==> src/lpmbt_pkg.sv <==
// ----------------------------------------------------------------------------
// lpmbt_pkg
// Shared types and constants for the binary trie longest-prefix-match engine.
// ----------------------------------------------------------------------------
`default_nettype none

package lpmbt_pkg;

    // Sizing of the node pool and the route store
    localparam int NODE_COUNT    = 65536;
    localparam int ROUTE_ID_BITS = 16;
    localparam int ADDR_BITS     = 32;

    localparam int NODE_BITS  = $clog2(NODE_COUNT);
    localparam int USED_BITS  = $clog2(NODE_COUNT + 1);
    localparam int DEPTH_BITS = $clog2(ADDR_BITS + 1);

    // Command codes
    localparam logic CMD_INSERT = 1'b0;
    localparam logic CMD_LOOKUP = 1'b1;

    // Input item
    typedef struct packed {
        logic        command;
        logic [31:0] prefix;
        logic [5:0]  prefix_len;
        logic [15:0] route_id;
        logic [31:0] lookup_addr;
    } in_item_t;

    // Result item
    typedef struct packed {
        logic        found;
        logic [15:0] match_id;
        logic        pool_full;
    } out_item_t;

    // One trie node as held in the pool
    typedef struct packed {
        logic [NODE_BITS-1:0]     left_child;
        logic [NODE_BITS-1:0]     right_child;
        logic                     route_valid;
        logic [ROUTE_ID_BITS-1:0] route_id;
    } node_t;

    // Controller to datapath
    typedef struct packed {
        logic load;
        logic step;
    } ctl_cmd_t;

    // Datapath to controller
    typedef struct packed {
        logic last;
        logic out_busy;
    } dp_stat_t;

endpackage

`default_nettype wire

==> src/lpmbt_ctrl.sv <==
// ----------------------------------------------------------------------------
// lpmbt_ctrl
// Sequencer: takes an item, then steps the datapath one trie level a cycle
// until the walk ends and the result register is free.
// ----------------------------------------------------------------------------
`default_nettype none

module lpmbt_ctrl (
    input  logic                 aclk,
    input  logic                 aresetn,
    input  logic                 s_valid,
    output logic                 s_ready,
    input  lpmbt_pkg::dp_stat_t  dp_stat,
    output lpmbt_pkg::ctl_cmd_t  ctl_cmd
);
    import lpmbt_pkg::*;

    typedef enum logic [1:0] {
        S_IDLE = 2'b01,
        S_WALK = 2'b10
    } state_t;

    state_t state_reg;
    state_t state_next;

    // Next state and commands
    always_comb begin
        state_next   = state_reg;
        ctl_cmd.load = 1'b0;
        ctl_cmd.step = 1'b0;
        s_ready      = 1'b0;
        unique case (state_reg)
            S_IDLE: begin
                s_ready = 1'b1;
                if (s_valid) begin
                    ctl_cmd.load = 1'b1;
                    state_next   = S_WALK;
                end
            end
            S_WALK: begin
                // final level waits until the result register can take the item
                if (!(dp_stat.last && dp_stat.out_busy)) begin
                    ctl_cmd.step = 1'b1;
                    if (dp_stat.last) begin
                        state_next = S_IDLE;
                    end
                end
            end
            default: begin
                state_next = S_IDLE;
            end
        endcase
    end

    // State register
    always_ff @(posedge aclk) begin
        if (!aresetn) begin
            state_reg <= S_IDLE;
        end else begin
            state_reg <= state_next;
        end
    end

endmodule

`default_nettype wire

==> config.mk <==
export PLATFORM = sky130hd
export DESIGN_NAME = lpmbt_ctrl
export DESIGN_NICKNAME = d
export VERILOG_FILES = /design/src/lpmbt_pkg.sv /design/src/lpmbt_ctrl.sv
export SDC_FILE = /design/constraint.sdc
export NUM_CORES = 1
export LEC_CHECK = 0
export ABC_CLOCK_PERIOD_IN_PS = 1100
export BUFFER_PORTS_ARGS = -buffer_cell sky130_fd_sc_hd__buf_2
export CAP_MARGIN = 20
export CELL_PAD_IN_SITES_DETAIL_PLACEMENT = 1
export CELL_PAD_IN_SITES_GLOBAL_PLACEMENT = 2
export CORE_AREA = 2 2 39 41
export DETAILED_ROUTE_END_ITERATION = 8
export DIE_AREA = 0 0 41 43
export PLACE_DENSITY = 0.33
export SLEW_MARGIN = 20
export SYNTH_ARGS = -nofsm -noshare
export SYNTH_HDL_FRONTEND = slang
export SYNTH_SLANG_ARGS = --single-unit
==> constraint.sdc <==
create_clock -name aclk -period 1.1 [get_ports aclk]
set_clock_uncertainty 0.15 [all_clocks]
set_input_delay 0.11 -clock aclk [delete_from_list [all_inputs] [get_ports aclk]]
set_output_delay 0.11 -clock aclk [all_outputs]
set_load 0.05 [all_outputs]
==> metrics, run 1 <==
Yosys top cell by area=dfxtp_1; Ys Warns=0; Diodes inserted=0; CP Class=register to primary output; core area=1380 sq um; Post-Synthesis Cell Area=97.6 sq um; CP max FO=3; run status=finished with violations; Die W=41 um; GR Overflow Total=0; pin count of the biggest net entering global routing=5; hold slack=0.125 ns; global-route usage over all layers=5.01%; metal2 WL=143 um; placed inst area=174 sq um; top cell type's share of synthesized area=41.0%; Initial Util=7.05%; period utilization=111%; TritonCTS Sinks=2; I/O Pins=8; max cap viols=0; worst hold path class=input port to register; row count=14; DRC viols=0; Vias per Instance=3.18; # setup viols final=3; Slew headroom=89.8%; latest clock arrival within the worst-skew pair=0.22 ns; Fillers=172; Syn Inst Count=11; Mapped Nets=16; gp weighted congestion=0.490; max reg flops=2; M1 wire length=121 um; maximum VDD drop=0.339 mV; Seq cells post-synth=2; top cells by area, synth=dfxtp_1 41%, o22ai_2 13%, and2b_2 9.0%; fmax=819 MHz; design area=246 sq um; Pre-antenna DRT Iters=1; Worst Path Required=0.84 ns; Tightest Pin Transition=0.153 ns; nature of the critical path endpoint=primary output; detailed-route via count=127; Mapped Avg Cell Area=8.87 sq um; port bufs=7; TritonCTS buffer count=3; CTS tree=built; H-tree depth=1; Util after Layout=17.8%; top layer in use=met3; initial antenna violation count=0; Final Max Slew Viols=0; Multi-input gate area=76.3 sq um; Non-Filler Instances=40; Post-Place Cells=36; Leakage=0.113 nW; sequential area share after synthesis=41.0%; RSZ-0062 raised after global routing=yes; Area Growth Syn to Fin=153%; Clk pin slew, worst setup/hold paths=0.03 ns; met3 WL=44 um; type of origin of the critical path=register; clock root buffer=clkbuf_4; Starting DRT DRC Count=0; fin crit period=1.22 ns; Hold Vio Cnt, Final=0; routed len/inst=7.73 um; first-pass GRT wire length=510 um; pwr dens=1390 nW/um^2; violated checks=negative setup slack; Register Area=45.0 sq um; ANT nets after route=0; DIE HEIGHT=43 um; post-route setup slack=-0.121 ns; Net count, final=31; vias in the first global route=140; ratio of cells with drive above 1 in the final layout=79.2%; Total Routed Length=309 um; distinct cell type count after synthesis=9; most frequent cells in the layout=4 x buf_2, 4 x buf_6, 3 x clkbuf_4; Max Root-Sink Buffers=2; die area=1760 sq um; Arr. time, crit path=0.96 ns
per-stage QoR:
| stage | setup slack [ns] | TNS, ns | power [W] |
|---|---|---|---|
| after CTS | -0.145 | -0.396 | 0.000358 |
| after detailed placement | -0.0191 | -0.0191 | 0.000159 |
| final | -0.121 | -0.334 | 0.000344 |
| after floorplan | -0.0870 | -0.0870 | 0.000134 |
| after global placement | 0.00267 | 0 | 0.000158 |
| after global routing | -0.168 | -0.484 | 0.000370 |
power by group:
part | internal (W) | leakage [nW] | switching (W)
logic | 0.0000451 | 0.0822 | 0.0000510
registers | 0.0000787 | 0.0169 | 0.00000650
clock network | 0.000120 | 0.0138 | 0.0000420
kinds of logic (layout without fill, tap and decap cells):
kind of cell / after synthesis / in the layout / share of synthesized area [%]
AOI/OAI and AO/OA: 2 / 2 / 17.9
buffers and inverters: 0 / 13 / 0
and+or+nand+nor: 7 / 7 / 41.0
DFF: 2 / 2 / 41.0
what timing repair did:
action | in CTS | in global routing
pin swaps | 1 | 0
setup endpoints to repair | 5 | 4
hold buffers | 1 | 0
buffers inserted | 0 | 0
hold endpoints to repair | 2 | 0
gates resized for setup | 12 | 0
critical path, stage by stage (launching register included):
cell and delay, ns:
dfxtp_2 0.31, nand2b_4 0.14, a21oi_2 0.12, buf_6 0.17
routing by layer:
| layer | vias to the layer above | global-route usage [%] |
|---|---|---|
| li1 | 63 | - |
| met1 | 56 | 4.78 |
| met2 | 8 | 6.25 |
| met3 | 0 | 1.57 |
| met4 | 0 | 8.00 |
| met5 | - | 0 |
path summary, 6_finish.rpt:
kind / start / to / slack, ns / cells past startpoint
setup / recovery: state_reg[0]$_SDFFE_PN1P_ / ctl_cmd[0] / -0.12 / 3
hold / removal: dp_stat[1] / state_reg[0]$_SDFFE_PN1P_ / 0.13 / 4
setup reg to reg: state_reg[0]$_SDFFE_PN1P_ / state_reg[1]$_SDFFE_PN0P_ / 0.05 / 4
hold reg to reg: state_reg[1]$_SDFFE_PN0P_ / state_reg[0]$_SDFFE_PN1P_ / 0.40 / 2
final cells by class:
class	count	area share, %
Timing Repair Buffer	10	33.5
Multi-Input combinational cell	9	31.0
Sequential cell	2	18.3
Clock buffer	3	9.14
Tap cell	16	8.12
cell usage after synthesis, drive strengths merged:
master	number
and2	1
nor2	1
o22ai	1
a21oi	1
dfxtp	2
nand2	2
and2b	2
nand2b	1
No activity file was read; power rests on OpenSTA's default activity.
==> inputs of run 2 (changes only) <==
--- a/config.mk
+++ b/config.mk
@@ -5,7 +5,7 @@
 export SDC_FILE = /design/constraint.sdc
 export NUM_CORES = 1
 export LEC_CHECK = 0
-export ABC_CLOCK_PERIOD_IN_PS = 1100
+export ABC_CLOCK_PERIOD_IN_PS = 1200
 export BUFFER_PORTS_ARGS = -buffer_cell sky130_fd_sc_hd__buf_2
 export CAP_MARGIN = 20
 export CELL_PAD_IN_SITES_DETAIL_PLACEMENT = 1
==> constraint.sdc (replaced) <==
create_clock -name aclk -period 1.2 [get_ports aclk]
set_clock_uncertainty 0.15 [all_clocks]
set_input_delay 0.12 -clock aclk [delete_from_list [all_inputs] [get_ports aclk]]
set_output_delay 0.12 -clock aclk [all_outputs]
set_load 0.05 [all_outputs]
==> run 2 against run 1 <==
  * The run still ends with negative setup slack left
  * Sequential share of layout area grew 0.67 points
  * Via count unchanged
  * Power down 11%
  * Worst setup slack gained 0.097 ns
  * Flip-flop and latch count unchanged
  * First-iteration DRC count stayed put
  * Count of clock-buffer cells in the layout is the same
  * Die area did not move
  * Worst hold slack gained 0.011 ns
  * Critical endpoint is now s_ready
  * Largest power group unchanged
==> metrics, run 2 (same netlist as run 1, synthesis figures left out) <==
pin count of the biggest net entering global routing=5; detailed-route via count=127; Multi-input gate area=71.3 sq um; CP max FO=4; CP Class=register to primary output; global-route usage over all layers=5.41%; CP top delay family=flip-flops; run status=finished with violations; Starting DRT DRC Count=0; routed len/inst=7.78 um; Max Root-Sink Buffers=2; first-pass GRT wire length=558 um; DIE HEIGHT=43 um; nature of the critical path endpoint=primary output; DP HPWL=210 um; CTS tree=built; core area=1380 sq um; Slew headroom=89.6%; die area=1760 sq um; max reg flops=2; fmax=817 MHz; Pre-antenna DRT Iters=1; crit-path cells=and2b_2, buf_6; Fillers=163; Hold Vio Cnt, Final=0; clock root buffer=clkbuf_4; Die W=41 um; DRC viols=0; delay of the slowest critical-path stage=0.36 ns; latest clock arrival within the worst-skew pair=0.22 ns; max cap viols=0; placed inst area=159 sq um; Initial Util=7.05%; violated checks=negative setup slack; H-tree depth=1; RSZ-0062 raised after global routing=yes; Worst path slowest cell=dfxtp_4; period utilization=102%; Vias per Instance=3.18; worst hold path class=input port to register; Total Routed Length=311 um; Net count, final=31; pwr dens=1290 nW/um^2; TritonCTS Sinks=2; hold slack=0.136 ns; total power=0.000306 W; port bufs=7; Diodes inserted=0; GR Overflow Total=0; ratio of cells with drive above 1 in the final layout=79.2%; initial antenna violation count=0; type of origin of the critical path=register; # setup viols final=2; Worst Path Required=0.93 ns; post-route setup slack=-0.0242 ns; I/O Pins=8; gp weighted congestion=0.506; Clk pin slew, worst setup/hold paths=0.03 ns; row count=14; Final Max Slew Viols=0; WP buf/inv=1; Register Area=45.0 sq um; design area=238 sq um; vias in the first global route=158; Placement Setup Slack=0.0468 ns; Area Growth Syn to Fin=144%; TritonCTS buffer count=3; most frequent cells in the layout=4 x buf_2, 3 x clkbuf_4, 3 x buf_6; commonest non-fill, non-tap cell in the layout=buf_2; Tightest Pin Transition=0.156 ns; ANT nets after route=0; Leakage=0.112 nW; Arr. time, crit path=0.95 ns; maximum VDD drop=0.256 mV; fin crit period=1.22 ns
[run 2: cell types whose count changed in the layout (fill, tap and decap cells not counted)]
cell / before / now
nor2_2: 0 / 1
nor2_4: 1 / 0
buf_6: 4 / 3
buf_4: 1 / 2
[run 2: cell type report]
class / instances / area share (%)
Tap cell: 16 / 8.42
Timing Repair Buffer: 10 / 33.2
Multi-Input combinational cell: 9 / 30.0
Clock buffer: 3 / 9.47
Sequential cell: 2 / 18.9
[run 2: worst register-to-register path: stages, from the launching register on]
cell	delay, ns
dfxtp_2	0.31
nand2b_4	0.14
buf_4	0.13
o22ai_2	0.13
and2_1	0.14
[run 2: path summary, 6_finish.rpt]
path,startpoint,end,slack (ns),depth (start not counted)
max reg2reg,state_reg[0]$_SDFFE_PN1P_,state_reg[1]$_SDFFE_PN0P_,0.14,4
max,state_reg[1]$_SDFFE_PN0P_,s_ready,-0.02,2
min,s_valid,state_reg[0]$_SDFFE_PN1P_,0.14,4
min reg2reg,state_reg[0]$_SDFFE_PN1P_,state_reg[0]$_SDFFE_PN1P_,0.46,3
[run 2: stage by stage]
stage,utilization [%],setup TNS [ns],std cells
after detailed placement,11.5,0,34
after global placement,11.5,0,34
after floorplan,-,0,11
after global routing,17.2,-0.172,40
final,17.2,-0.0475,40
after CTS,16.1,-0.0932,38
[run 2: repair_timing]
action / 4_1_cts / 5_1_grt
resized for setup: 10 / 0
setup buffers: 0 / 2
endpoints found under the setup margin: 3 / 3
endpoints found under the hold margin: 2 / 0
hold buffers: 1 / 0
[run 2: power by group]
part / switching (W) / total (W) / internal (W)
Sequential: 0.00000584 / 0.0000780 / 0.0000721
Clock: 0.0000351 / 0.000145 / 0.000110
Combinational: 0.0000448 / 0.0000832 / 0.0000384
[run 2: per-layer routing]
metal	part of all wire [%]	global-route usage, %	wire, um
met1	37	4.46	116
met2	48	6.88	148
met3	15	3.14	46
met4	0	8.00	0
met5	0	0	0
